==> src/hw/rtl/synth_divider_register_planner_defines.svh <==
// Assertion macros shared by the synthesizer register planner.
`ifndef SYNTH_DIVIDER_REGISTER_PLANNER_DEFINES_SVH
`define SYNTH_DIVIDER_REGISTER_PLANNER_DEFINES_SVH

// Same-cycle implication, checked on every rising edge out of reset.
`define SDRP_ASSERT_NOW(label, ante, cons) \
  label: assert property (@(posedge clk) disable iff (!rst_n) (ante) |-> (cons)) \
    else $error("planner check failed");

// Next-cycle implication, checked on every rising edge out of reset.
`define SDRP_ASSERT_NEXT(label, ante, cons) \
  label: assert property (@(posedge clk) disable iff (!rst_n) (ante) |=> (cons)) \
    else $error("planner check failed");

`endif

==> src/hw/rtl/sdrp_pkg.sv <==
package sdrp_pkg;

  localparam int FreqW    = 28;
  localparam int ChanW    = 2;
  localparam int XtalW    = 25;
  localparam int MsW      = 11;
  localparam int RbitW    = 3;
  localparam int P1W      = 18;
  localparam int P2W      = 20;
  localparam int DivNumW  = 45;
  localparam int DivDenW  = 28;
  localparam int DivCntW  = 6;
  localparam int PosW     = 5;

  localparam logic [XtalW-1:0]   XtalReset  = 25'd25000000;
  localparam logic [FreqW-1:0]   MinTarget  = 28'd500000;
  localparam logic [FreqW-1:0]   IntTarget  = 28'd100000000;
  localparam logic [DivNumW-1:0] VcoMax     = 45'd750000000;
  localparam logic [DivDenW-1:0] FeedC      = 28'd1048575;
  localparam logic [MsW-1:0]     MsInt      = 11'd4;
  localparam logic [MsW-1:0]     MsMin      = 11'd6;
  localparam logic [MsW-1:0]     MsMax      = 11'd1800;
  localparam logic [P1W-1:0]     P1Offset   = 18'd512;

  // Positions in the full write list of one request.
  localparam logic [PosW-1:0] PosFbBase = 5'd7;
  localparam logic [PosW-1:0] PosMode   = 5'd15;
  localparam logic [PosW-1:0] PosMsBase = 5'd16;
  localparam logic [PosW-1:0] PosMsLast = 5'd23;
  localparam logic [PosW-1:0] PosPll    = 5'd24;

  localparam logic [7:0] AddrFbBase = 8'd26;
  localparam logic [7:0] AddrMode   = 8'd16;
  localparam logic [7:0] AddrMsBase = 8'd42;
  localparam logic [7:0] AddrPllRst = 8'd177;
  localparam logic [7:0] DataPllRst = 8'h20;
  localparam logic [7:0] ModeFrac   = 8'h0F;
  localparam logic [7:0] ModeInt    = 8'h4F;
  localparam logic [7:0] MsIntBits  = 8'h0C;

  typedef struct packed {
    logic [FreqW-1:0] freq;
    logic [ChanW-1:0] channel;
  } in_word_t;

  typedef struct packed {
    logic [7:0] reg_addr;
    logic [7:0] reg_data;
    logic       last;
  } out_word_t;

  // Everything the write list needs, handed from the sequencer to the emitter.
  typedef struct packed {
    logic             do_init;
    logic             pll_rst;
    logic             is_int;
    logic [RbitW-1:0] rbit;
    logic [MsW-1:0]   ms;
    logic [P1W-1:0]   p1;
    logic [P2W-1:0]   p2;
  } plan_t;

  // Fixed init writes as {address, data}.
  localparam logic [15:0] InitSeq [7] = '{
    16'h03FF, 16'h1180, 16'h1280, 16'h100F, 16'hB7C0, 16'hB1AC, 16'h03FE
  };

  // Address and data of the write at a given position of the list.
  function automatic logic [15:0] write_at(input logic [PosW-1:0] pos, input plan_t p);
    logic [P1W-1:0] q1;
    logic [2:0]     off;
    logic [7:0]     d;
    logic [15:0]    w;
    q1  = {p.ms, 7'd0} - P1Offset;
    off = 3'(pos - PosMsBase);
    d   = 8'd0;
    w   = 16'd0;
    if (pos < PosFbBase) begin
      w = InitSeq[3'(pos)];
    end else if (pos < PosMode) begin
      off = 3'(pos - PosFbBase);
      case (off)
        3'd0:    d = FeedC[15:8];
        3'd1:    d = FeedC[7:0];
        3'd2:    d = {6'd0, p.p1[17:16]};
        3'd3:    d = p.p1[15:8];
        3'd4:    d = p.p1[7:0];
        3'd5:    d = {FeedC[19:16], p.p2[19:16]};
        3'd6:    d = p.p2[15:8];
        default: d = p.p2[7:0];
      endcase
      w = {AddrFbBase + 8'(off), d};
    end else if (pos == PosMode) begin
      w = {AddrMode, p.is_int ? ModeInt : ModeFrac};
    end else if (pos <= PosMsLast) begin
      case (off)
        3'd1:    d = 8'd1;
        3'd2:    d = p.is_int ? (MsIntBits | {1'b0, p.rbit, 4'd0})
                              : {1'b0, p.rbit, 2'd0, q1[17:16]};
        3'd3:    d = p.is_int ? 8'd0 : q1[15:8];
        3'd4:    d = p.is_int ? 8'd0 : q1[7:0];
        default: d = 8'd0;
      endcase
      w = {AddrMsBase + 8'(off), d};
    end else begin
      w = {AddrPllRst, DataPllRst};
    end
    return w;
  endfunction

endpackage

==> src/hw/rtl/synth_divider_register_planner.sv <==
// An accepted request runs four passes through the shared bit-serial divider
// before its first write word (three passes at 100 MHz and above).
// Throughput: one request at a time; the next is taken once the last word
// (up to 25 words, one per cycle without stall) has been delivered.
// Ignored requests do not stall the input. Reset restores the 25 MHz crystal and init.
`include "synth_divider_register_planner_defines.svh"

module synth_divider_register_planner (
  input  logic                                clk,
  input  logic                                rst_n,
  input  logic                                in_valid,
  output logic                                in_stall,
  input  sdrp_pkg::in_word_t                  in_data,
  output logic                                out_valid,
  input  logic                                out_stall,
  output sdrp_pkg::out_word_t                 out_data,
  input  logic                                cfg_we,
  input  logic [sdrp_pkg::XtalW-1:0]          cfg_data
);

  localparam logic [2:0] StIdle  = 3'd0;
  localparam logic [2:0] StMsGo  = 3'd1;
  localparam logic [2:0] StMsWt  = 3'd2;
  localparam logic [2:0] StMul   = 3'd3;
  localparam logic [2:0] StAGo   = 3'd4;
  localparam logic [2:0] StDivWt = 3'd5;
  localparam logic [2:0] StEmit  = 3'd6;

  // Which of the three divisions (two by the crystal, one by the feedback denominator) is running.
  localparam logic [1:0] PhA = 2'd0;
  localparam logic [1:0] PhB = 2'd1;
  localparam logic [1:0] PhP = 2'd2;

  logic [2:0]                    state_r, state_nxt;
  logic [1:0]                    ph_r, ph_nxt;
  logic [sdrp_pkg::XtalW-1:0]    xtal_r, xtal_nxt;
  logic                          init_done_r, init_done_nxt;
  logic [sdrp_pkg::MsW-1:0]      last_div_r, last_div_nxt;
  logic [sdrp_pkg::FreqW-1:0]    target_r, target_nxt;
  logic [sdrp_pkg::RbitW-1:0]    rbit_r, rbit_nxt;
  logic [sdrp_pkg::MsW-1:0]      ms_r, ms_nxt;
  logic [37:0]                   vco_r, vco_nxt;
  logic [10:0]                   alo_r, alo_nxt;
  logic [sdrp_pkg::XtalW-1:0]    rem_r, rem_nxt;
  logic [sdrp_pkg::P2W-1:0]      b_r, b_nxt;
  logic                          do_init_r, do_init_nxt;

  logic                          accept, req_ok;
  logic [sdrp_pkg::RbitW-1:0]    rbit_c;
  logic [sdrp_pkg::FreqW-1:0]    target_c;
  logic [sdrp_pkg::XtalW-1:0]    xt;
  logic [30:0]                   q_even;
  logic                          div_start, div_done;
  logic [sdrp_pkg::DivNumW-1:0]  div_num, div_quot;
  logic [sdrp_pkg::DivDenW-1:0]  div_den, div_rem;
  logic                          emit_start, emit_busy;
  sdrp_pkg::plan_t               plan;
  logic [sdrp_pkg::MsW-1:0]      base_div;

  assign accept = in_valid && !in_stall;
  assign req_ok = in_data.channel == '0 && in_data.freq != '0;
  assign xt     = (xtal_r == '0) ? sdrp_pkg::XtalW'(1) : xtal_r;

  // Output divider search: smallest shift that reaches the minimum target (7 if none does).
  always_comb begin
    rbit_c = 3'd7;
    for (int i = 6; i >= 0; i--) begin
      if ({7'd0, in_data.freq} << i >= {7'd0, sdrp_pkg::MinTarget}) begin
        rbit_c = 3'(i);
      end
    end
    target_c = in_data.freq << rbit_c;
  end

  // Operand selection for the shared divider.
  always_comb begin
    div_num = '0;
    div_den = sdrp_pkg::DivDenW'(xt);
    case (ph_r)
      PhA:     div_num = sdrp_pkg::DivNumW'(vco_r);
      PhB:     div_num = {rem_r, 20'd0} - sdrp_pkg::DivNumW'(rem_r)
                         + sdrp_pkg::DivNumW'(xt >> 1);
      default: begin
        div_num = sdrp_pkg::DivNumW'({b_r, 7'd0});
        div_den = sdrp_pkg::FeedC;
      end
    endcase
    if (state_r == StMsGo) begin
      div_num = sdrp_pkg::VcoMax;
      div_den = target_r;
    end
  end

  assign div_start = state_r == StMsGo || state_r == StAGo;
  assign q_even    = div_quot[30:0] + {30'd0, div_quot[0]};
  assign base_div  = do_init_r ? '0 : last_div_r;

  // Plan handed to the emitter once the last division ends.
  // The feedback quotient reaches 128 when b rounds up to the full denominator.
  always_comb begin
    plan.do_init = do_init_r;
    plan.is_int  = ms_r == sdrp_pkg::MsInt;
    plan.pll_rst = ms_r != base_div || plan.is_int;
    plan.rbit    = rbit_r;
    plan.ms      = ms_r;
    plan.p1      = {alo_r, 7'd0} + {10'd0, div_quot[7:0]} - sdrp_pkg::P1Offset;
    plan.p2      = div_rem[sdrp_pkg::P2W-1:0];
  end

  // Request sequencer.
  always_comb begin
    state_nxt     = state_r;
    ph_nxt        = ph_r;
    xtal_nxt      = cfg_we ? cfg_data : xtal_r;
    init_done_nxt = init_done_r;
    last_div_nxt  = last_div_r;
    target_nxt    = target_r;
    rbit_nxt      = rbit_r;
    ms_nxt        = ms_r;
    vco_nxt       = vco_r;
    alo_nxt       = alo_r;
    rem_nxt       = rem_r;
    b_nxt         = b_r;
    do_init_nxt   = do_init_r;
    emit_start    = 1'b0;
    case (state_r)
      StIdle: begin
        if (accept && req_ok) begin
          target_nxt  = target_c;
          rbit_nxt    = rbit_c;
          do_init_nxt = !init_done_r;
          ph_nxt      = PhA;
          if (target_c >= sdrp_pkg::IntTarget) begin
            ms_nxt    = sdrp_pkg::MsInt;
            state_nxt = StMul;
          end else begin
            state_nxt = StMsGo;
          end
        end
      end
      StMsGo: state_nxt = StMsWt;
      StMsWt: begin
        if (div_done) begin
          if (q_even < 31'(sdrp_pkg::MsMin)) begin
            ms_nxt = sdrp_pkg::MsMin;
          end else if (q_even > 31'(sdrp_pkg::MsMax)) begin
            ms_nxt = sdrp_pkg::MsMax;
          end else begin
            ms_nxt = q_even[sdrp_pkg::MsW-1:0];
          end
          state_nxt = StMul;
        end
      end
      StMul: begin
        vco_nxt   = target_r * ms_r;
        state_nxt = StAGo;
      end
      StAGo: state_nxt = StDivWt;
      StDivWt: begin
        if (div_done) begin
          case (ph_r)
            PhA: begin
              alo_nxt   = div_quot[10:0];
              rem_nxt   = div_rem[sdrp_pkg::XtalW-1:0];
              ph_nxt    = PhB;
              state_nxt = StAGo;
            end
            PhB: begin
              b_nxt     = div_quot[sdrp_pkg::P2W-1:0];
              ph_nxt    = PhP;
              state_nxt = StAGo;
            end
            default: begin
              emit_start    = 1'b1;
              init_done_nxt = 1'b1;
              if (plan.pll_rst) begin
                last_div_nxt = ms_r;
              end else begin
                last_div_nxt = base_div;
              end
              state_nxt = StEmit;
            end
          endcase
        end
      end
      StEmit: begin
        if (!emit_busy && !emit_start) begin
          state_nxt = StIdle;
        end
      end
      default: state_nxt = StIdle;
    endcase
  end

  always_ff @(posedge clk) begin
    if (!rst_n) begin
      state_r     <= StIdle;
      ph_r        <= PhA;
      xtal_r      <= sdrp_pkg::XtalReset;
      init_done_r <= 1'b0;
      last_div_r  <= '0;
      do_init_r   <= 1'b0;
    end else begin
      state_r     <= state_nxt;
      ph_r        <= ph_nxt;
      xtal_r      <= xtal_nxt;
      init_done_r <= init_done_nxt;
      last_div_r  <= last_div_nxt;
      do_init_r   <= do_init_nxt;
    end
    target_r <= target_nxt;
    rbit_r   <= rbit_nxt;
    ms_r     <= ms_nxt;
    vco_r    <= vco_nxt;
    alo_r    <= alo_nxt;
    rem_r    <= rem_nxt;
    b_r      <= b_nxt;
  end

  assign in_stall = state_r != StIdle;

  sdrp_div u_div (
    .clk   (clk),
    .rst_n (rst_n),
    .start (div_start),
    .num   (div_num),
    .den   (div_den),
    .done  (div_done),
    .quot  (div_quot),
    .rem   (div_rem)
  );

  sdrp_emit u_emit (
    .clk       (clk),
    .rst_n     (rst_n),
    .start     (emit_start),
    .plan      (plan),
    .busy      (emit_busy),
    .out_valid (out_valid),
    .out_stall (out_stall),
    .out_data  (out_data)
  );

  // A taken request blocks the input until its words are out.
  `SDRP_ASSERT_NEXT(a_req_blocks, accept && req_ok, in_stall)
  // No new word is accepted while results are still pending.
  `SDRP_ASSERT_NOW(a_out_blocks_in, out_valid, in_stall)
  // After the flagged last word leaves, the output goes quiet.
  `SDRP_ASSERT_NEXT(a_last_ends, out_valid && !out_stall && out_data.last, !out_valid)

endmodule

==> src/hw/rtl/sdrp_div.sv <==
// Restoring divider, one quotient bit per cycle.
module sdrp_div (
  input  logic                             clk,
  input  logic                             rst_n,
  input  logic                             start,
  input  logic [sdrp_pkg::DivNumW-1:0]     num,
  input  logic [sdrp_pkg::DivDenW-1:0]     den,
  output logic                             done,
  output logic [sdrp_pkg::DivNumW-1:0]     quot,
  output logic [sdrp_pkg::DivDenW-1:0]     rem
);

  logic [sdrp_pkg::DivCntW-1:0] cnt_r, cnt_nxt;
  logic                         done_r, done_nxt;
  logic [sdrp_pkg::DivNumW-1:0] q_r, q_nxt;
  logic [sdrp_pkg::DivDenW-1:0] rem_r, rem_nxt;
  logic [sdrp_pkg::DivDenW-1:0] den_r, den_nxt;
  logic [sdrp_pkg::DivDenW:0]   trial;
  logic                         ge;

  // One shift-compare-subtract step.
  always_comb begin
    trial    = {rem_r, q_r[sdrp_pkg::DivNumW-1]};
    ge       = trial >= {1'b0, den_r};
    cnt_nxt  = cnt_r;
    done_nxt = 1'b0;
    q_nxt    = q_r;
    rem_nxt  = rem_r;
    den_nxt  = den_r;
    if (start) begin
      cnt_nxt = sdrp_pkg::DivCntW'(sdrp_pkg::DivNumW);
      q_nxt   = num;
      rem_nxt = '0;
      den_nxt = den;
    end else if (cnt_r != '0) begin
      rem_nxt  = ge ? sdrp_pkg::DivDenW'(trial - {1'b0, den_r})
                    : sdrp_pkg::DivDenW'(trial);
      q_nxt    = {q_r[sdrp_pkg::DivNumW-2:0], ge};
      cnt_nxt  = cnt_r - 1'b1;
      done_nxt = cnt_r == sdrp_pkg::DivCntW'(1);
    end
  end

  always_ff @(posedge clk) begin
    if (!rst_n) begin
      cnt_r  <= '0;
      done_r <= 1'b0;
    end else begin
      cnt_r  <= cnt_nxt;
      done_r <= done_nxt;
    end
    q_r   <= q_nxt;
    rem_r <= rem_nxt;
    den_r <= den_nxt;
  end

  assign done = done_r;
  assign quot = q_r;
  assign rem  = rem_r;

endmodule

==> src/hw/rtl/sdrp_emit.sv <==
// Walks the write list of one request into a registered output word.
module sdrp_emit (
  input  logic                clk,
  input  logic                rst_n,
  input  logic                start,
  input  sdrp_pkg::plan_t     plan,
  output logic                busy,
  output logic                out_valid,
  input  logic                out_stall,
  output sdrp_pkg::out_word_t out_data
);

  logic                      active_r, active_nxt;
  logic [sdrp_pkg::PosW-1:0] pos_r, pos_nxt;
  logic [sdrp_pkg::PosW-1:0] end_pos;
  sdrp_pkg::plan_t           plan_r, plan_nxt;
  logic                      ov_r, ov_nxt;
  sdrp_pkg::out_word_t       word_r, word_nxt;
  logic [15:0]               w;
  logic                      load;

  // Next word and output register update.
  always_comb begin
    end_pos    = plan_r.pll_rst ? sdrp_pkg::PosPll : sdrp_pkg::PosMsLast;
    w          = sdrp_pkg::write_at(pos_r, plan_r);
    load       = active_r && (!ov_r || !out_stall);
    active_nxt = active_r;
    pos_nxt    = pos_r;
    plan_nxt   = plan_r;
    ov_nxt     = ov_r && out_stall;
    word_nxt   = word_r;
    if (start) begin
      active_nxt = 1'b1;
      plan_nxt   = plan;
      pos_nxt    = plan.do_init ? '0 : sdrp_pkg::PosFbBase;
    end else if (load) begin
      ov_nxt            = 1'b1;
      word_nxt.reg_addr = w[15:8];
      word_nxt.reg_data = w[7:0];
      word_nxt.last     = pos_r == end_pos;
      pos_nxt           = pos_r + 1'b1;
      active_nxt        = pos_r != end_pos;
    end
  end

  always_ff @(posedge clk) begin
    if (!rst_n) begin
      active_r <= 1'b0;
      ov_r     <= 1'b0;
    end else begin
      active_r <= active_nxt;
      ov_r     <= ov_nxt;
    end
    pos_r  <= pos_nxt;
    plan_r <= plan_nxt;
    word_r <= word_nxt;
  end

  assign busy      = active_r || ov_r;
  assign out_valid = ov_r;
  assign out_data  = word_r;

endmodule
==> config.mk <==
export PLATFORM = sky130hd
export DESIGN_NAME = synth_divider_register_planner
export DESIGN_NICKNAME = d
export VERILOG_FILES = /design/src/hw/rtl/sdrp_pkg.sv /design/src/hw/rtl/synth_divider_register_planner.sv /design/src/hw/rtl/sdrp_div.sv /design/src/hw/rtl/sdrp_emit.sv
export VERILOG_INCLUDE_DIRS = /design/src /design/src/hw/rtl
export SDC_FILE = /design/constraint.sdc
export NUM_CORES = 2
export LEC_CHECK = 0
export BUFFER_PORTS_ARGS = -buffer_cell sky130_fd_sc_hd__buf_4
export CORE_UTILIZATION = 50
export DETAILED_ROUTE_END_ITERATION = 8
export HOLD_SLACK_MARGIN = 0.15
export PLACE_DENSITY = 0.62
export SETUP_SLACK_MARGIN = 0.15
export SLEW_MARGIN = 20
export SYNTH_ARGS = -nofsm -noshare
export SYNTH_HDL_FRONTEND = slang
export SYNTH_SLANG_ARGS = --single-unit
==> constraint.sdc <==
create_clock -name clk -period 16.5 [get_ports clk]
set_clock_uncertainty 0.15 [all_clocks]
set_input_delay 0 -clock clk [delete_from_list [all_inputs] [get_ports clk]]
set_output_delay 0 -clock clk [all_outputs]
set_load 0.05 [all_outputs]
==> flow_metrics.py <==
metrics = {
    "outcome": {
        "status": "finished clean",
    },
    "layout": {
        "fin_util": 0.574,
        "stdcell_area_um2": 33900,
        "drive_above_1_share": 0.0627,
        "nets": 3765,
        "finalNonFillerCells": 4093,
        "area_growth_pct": 13.7,
        "n_antenna_cell": 0,
    },
    "detailed_routing": {
        "routed_via_density": 5.91,
        "drt-pass1-iter-count": 7,
        "wire_per_inst_um": 22.2,
        "drtIter0Drc": 2295,
        "wirelength_mm": 91.0,
        "vias": 24200,
        "final_antenna_net_count": 0,
        "drc": 0,
    },
    "timing": {
        "worst_pin_slew_ns": 0.998,
        "max_freq_mhz": 142,
        "rsz0062_at_grt": "false",
        "drv_slew": 0,
        "fin_crit_sh": 0.426,
        "tns_ns": 0,
        "slew_headroom": 0.335,
        "finalCriticalPeriod_ns": 7.02,
        "setup_ws_ns": 9.48,
        "hold_violations": 0,
        "setup_violations": 0,
        "hold_slack_ns": 0.293,
    },
    "floorplan": {
        "fp.dieH_um": 246,
        "start_util": 0.505,
        "die_x_um": 246,
        "ioPinCount": 79,
        "num_rows": 89,
        "core-area_um2": 59000,
        "die-area_um2": 60600,
    },
    "grt": {
        "track_usage": 0.301,
        "grt_pass1_wl_mm": 139,
        "grt_max_degree": 55,
        "grt_overflow": 0,
        "grt_pass1_vias": 23900,
        "antenna_found_initial": 1,
    },
    "yosys": {
        "syn_area_per_cell_um2": 9.47,
        "syn_area_um2": 29800,
        "synth_cells": 3147,
        "synth-simple-area-share": 0.164,
        "synth_cell_types": 88,
        "synthArstFlopShare": 0,
        "ys_ff_latch": 361,
        "synth_top_family_by_area": "adder cells",
        "synth-edff-count": 281,
        "synthXorXnorAreaFrac": 0.0347,
        "synth.net_count": 3625,
        "yosysSeqAreaShare": 0.337,
        "synthMuxAreaShare": 0.0282,
        "yosysWarnings": 0,
        "synthAdderAreaFrac": 0.229,
        "synth_compound_area_frac": 0.138,
        "synth_flop_cell": "edfxtp_1",
    },
    "clock_network": {
        "cts.htree.levels": 2,
        "clk_latency_ns": 0.58,
        "cts_tree": "yes",
        "cts_root_buf": "clkbuf_16",
        "cts.sinks": 361,
        "path_clk_slew_ns": 0.06,
        "cts_max_path_buffers": 3,
        "cts_buffers": 41,
        "cts_resized": 0,
    },
    "power": {
        "p_sw_mw": 2.65,
        "leakagePower_nw": 14.2,
        "pwr-share-comb": 0.578,
        "p_seq_frac": 0.268,
        "p_clk_frac": 0.153,
        "total_power_mw": 5.92,
        "power_density_nw_per_um2": 175,
        "intPower_mw": 3.27,
        "p_sw_frac": 0.448,
        "irDropWorstVdd_mv": 0.230,
    },
    "worst_setup_path": {
        "reg2regPathDepth": 23,
        "startpoint": "ms_r[9]",
        "cp_max_fo": 21,
        "crit_arrival_ns": 7.18,
        "reg2reg_from": "ms_r[9]",
        "required_ns": 16.65,
        "startpoint_type": "register",
        "critPathKind": "reg -> reg",
        "cp-end-kind": "register",
    },
    "place": {
        "dp_hpwl_mm": 66.3,
        "place_area_um2": 30900,
        "dp.cells": 3851,
        "gp_congestion": 0.951,
        "place_ws_ns": 9.52,
        "port_buffers": 77,
    },
    "worst_hold_path": {
        "hold_depth": 4,
        "worstHoldStart": "in_data[2]",
        "hold_class": "in -> reg",
    },
    "flow_run": {
        "max_cap_viol_count": 0,
    },
}
final timing paths:
kind / slack [ns] / endpoint
setup / recovery: 9.48 / vco_r[36]
hold / removal: 0.29 / target_r[4]
setup reg to reg: 9.48 / vco_r[36]
hold reg to reg: 0.31 / u_emit.plan_r[44]
routing by layer:
metal / GRT usage / share of wire
met1: 0.403 / 0.42
met2: 0.494 / 0.47
met3: 0.0392 / 0.068
met4: 0.122 / 0.040
met5: 0 / 0
critical path, cell delays in order (launching register included):
cell	delay [ns]
edfxtp_1	0.59
buf_4	0.31
and2_1	0.18
fa_1	0.51
inv_1	0.06
fa_1	0.53
inv_1	0.06
fa_1	0.54
inv_1	0.06
fa_1	0.50
fa_1	0.56
inv_1	0.05
ha_1	0.37
nand4_1	0.21
nor2_1	0.10
a2111oi_0	0.61
nand3_1	0.22
nand2_1	0.18
o2111ai_1	0.15
a31oi_1	0.29
nor2b_1	0.07
o21ai_0	0.18
a21oi_1	0.12
xor2_1	0.15
cells by family after synthesis:
family,after synthesis
multiplexers,83
buffers and inverters,534
XOR/XNOR,118
adder cells (fa/ha/maj),418
other,1
flip-flops,361
AO/OA/AOI/OAI,642
AND/OR/NAND/NOR,990
final cells by class:
class | count | area [um2]
inverters | 359 | 1350
well taps | 773 | 967
multi-input cells | 2252 | 17800
repair buffers | 272 | 2460
clock inverters | 11 | 130
flip-flops and latches | 361 | 10000
fillers | 5164 | 25100
clock buffers | 65 | 1180
Yosys cell counts, types with 50 or more instances:
master,count,area (um2)
mux2i_1,75,751
xor2_1,51,447
nand2_1,323,1210
nor3_1,50,250
a21oi_1,174,871
fa_1,212,4240
xnor2_1,67,587
edfxtp_1,281,8440
and2_1,168,1050
ha_1,206,2580
dfxtp_1,80,1600
clkbuf_1,146,548
nor2_1,175,657
inv_1,355,1330
nand3_1,61,305
o21ai_0,163,816
registers in the layout, summed over array words and instances (netlist names):
register,cells
u_div.rem,28
u_emit.out_valid,1
alo_r,11
u_div.done,1
last_div_r,11
u_emit.active_r,1
ms_r,10
u_div.cnt_r,6
rbit_r,3
u_div.quot,45
u_div.den_r,28
rem_r,25
init_done_r,1
state_r,3
do_init_r,1
b_r,20
u_emit.pos_r,5
xtal_r,25
ph_r,2
vco_r,37
target_r,28
u_emit.plan_r,53
u_emit.out_data,16
cells in the final DEF, fill, tap and decap left out, types with 67 or more instances in the layout:
| master | n |
|---|---|
| a21oi_1 | 174 |
| and2_1 | 168 |
| buf_4 | 106 |
| dfxtp_1 | 79 |
| dlygate4sd3_1 | 166 |
| edfxtp_1 | 281 |
| fa_1 | 212 |
| ha_1 | 206 |
| inv_1 | 354 |
| mux2i_1 | 75 |
| nand2_1 | 323 |
| nor2_1 | 172 |
| o21ai_0 | 163 |
| xnor2_1 | 67 |
what timing repair did:
| item | CTS | global route |
|---|---|---|
| hold endpoints to repair | 102 | 0 |
| buffers inserted | 0 | 0 |
| hold buffers | 166 | 0 |
| setup endpoints to repair | 0 | 0 |
power by group through the flow:
stage                     combinational [mW]  sequential [mW]  clock, mW
after global placement                  3.33             1.60          0
after CTS                               3.43             1.58      0.918
after detailed placement                3.38             1.60          0
after global routing                    3.83             1.60      0.954
after floorplan                         2.52             1.46          0
final                                   3.42             1.59      0.906
Note: power is estimated with default switching activity, not from simulation.
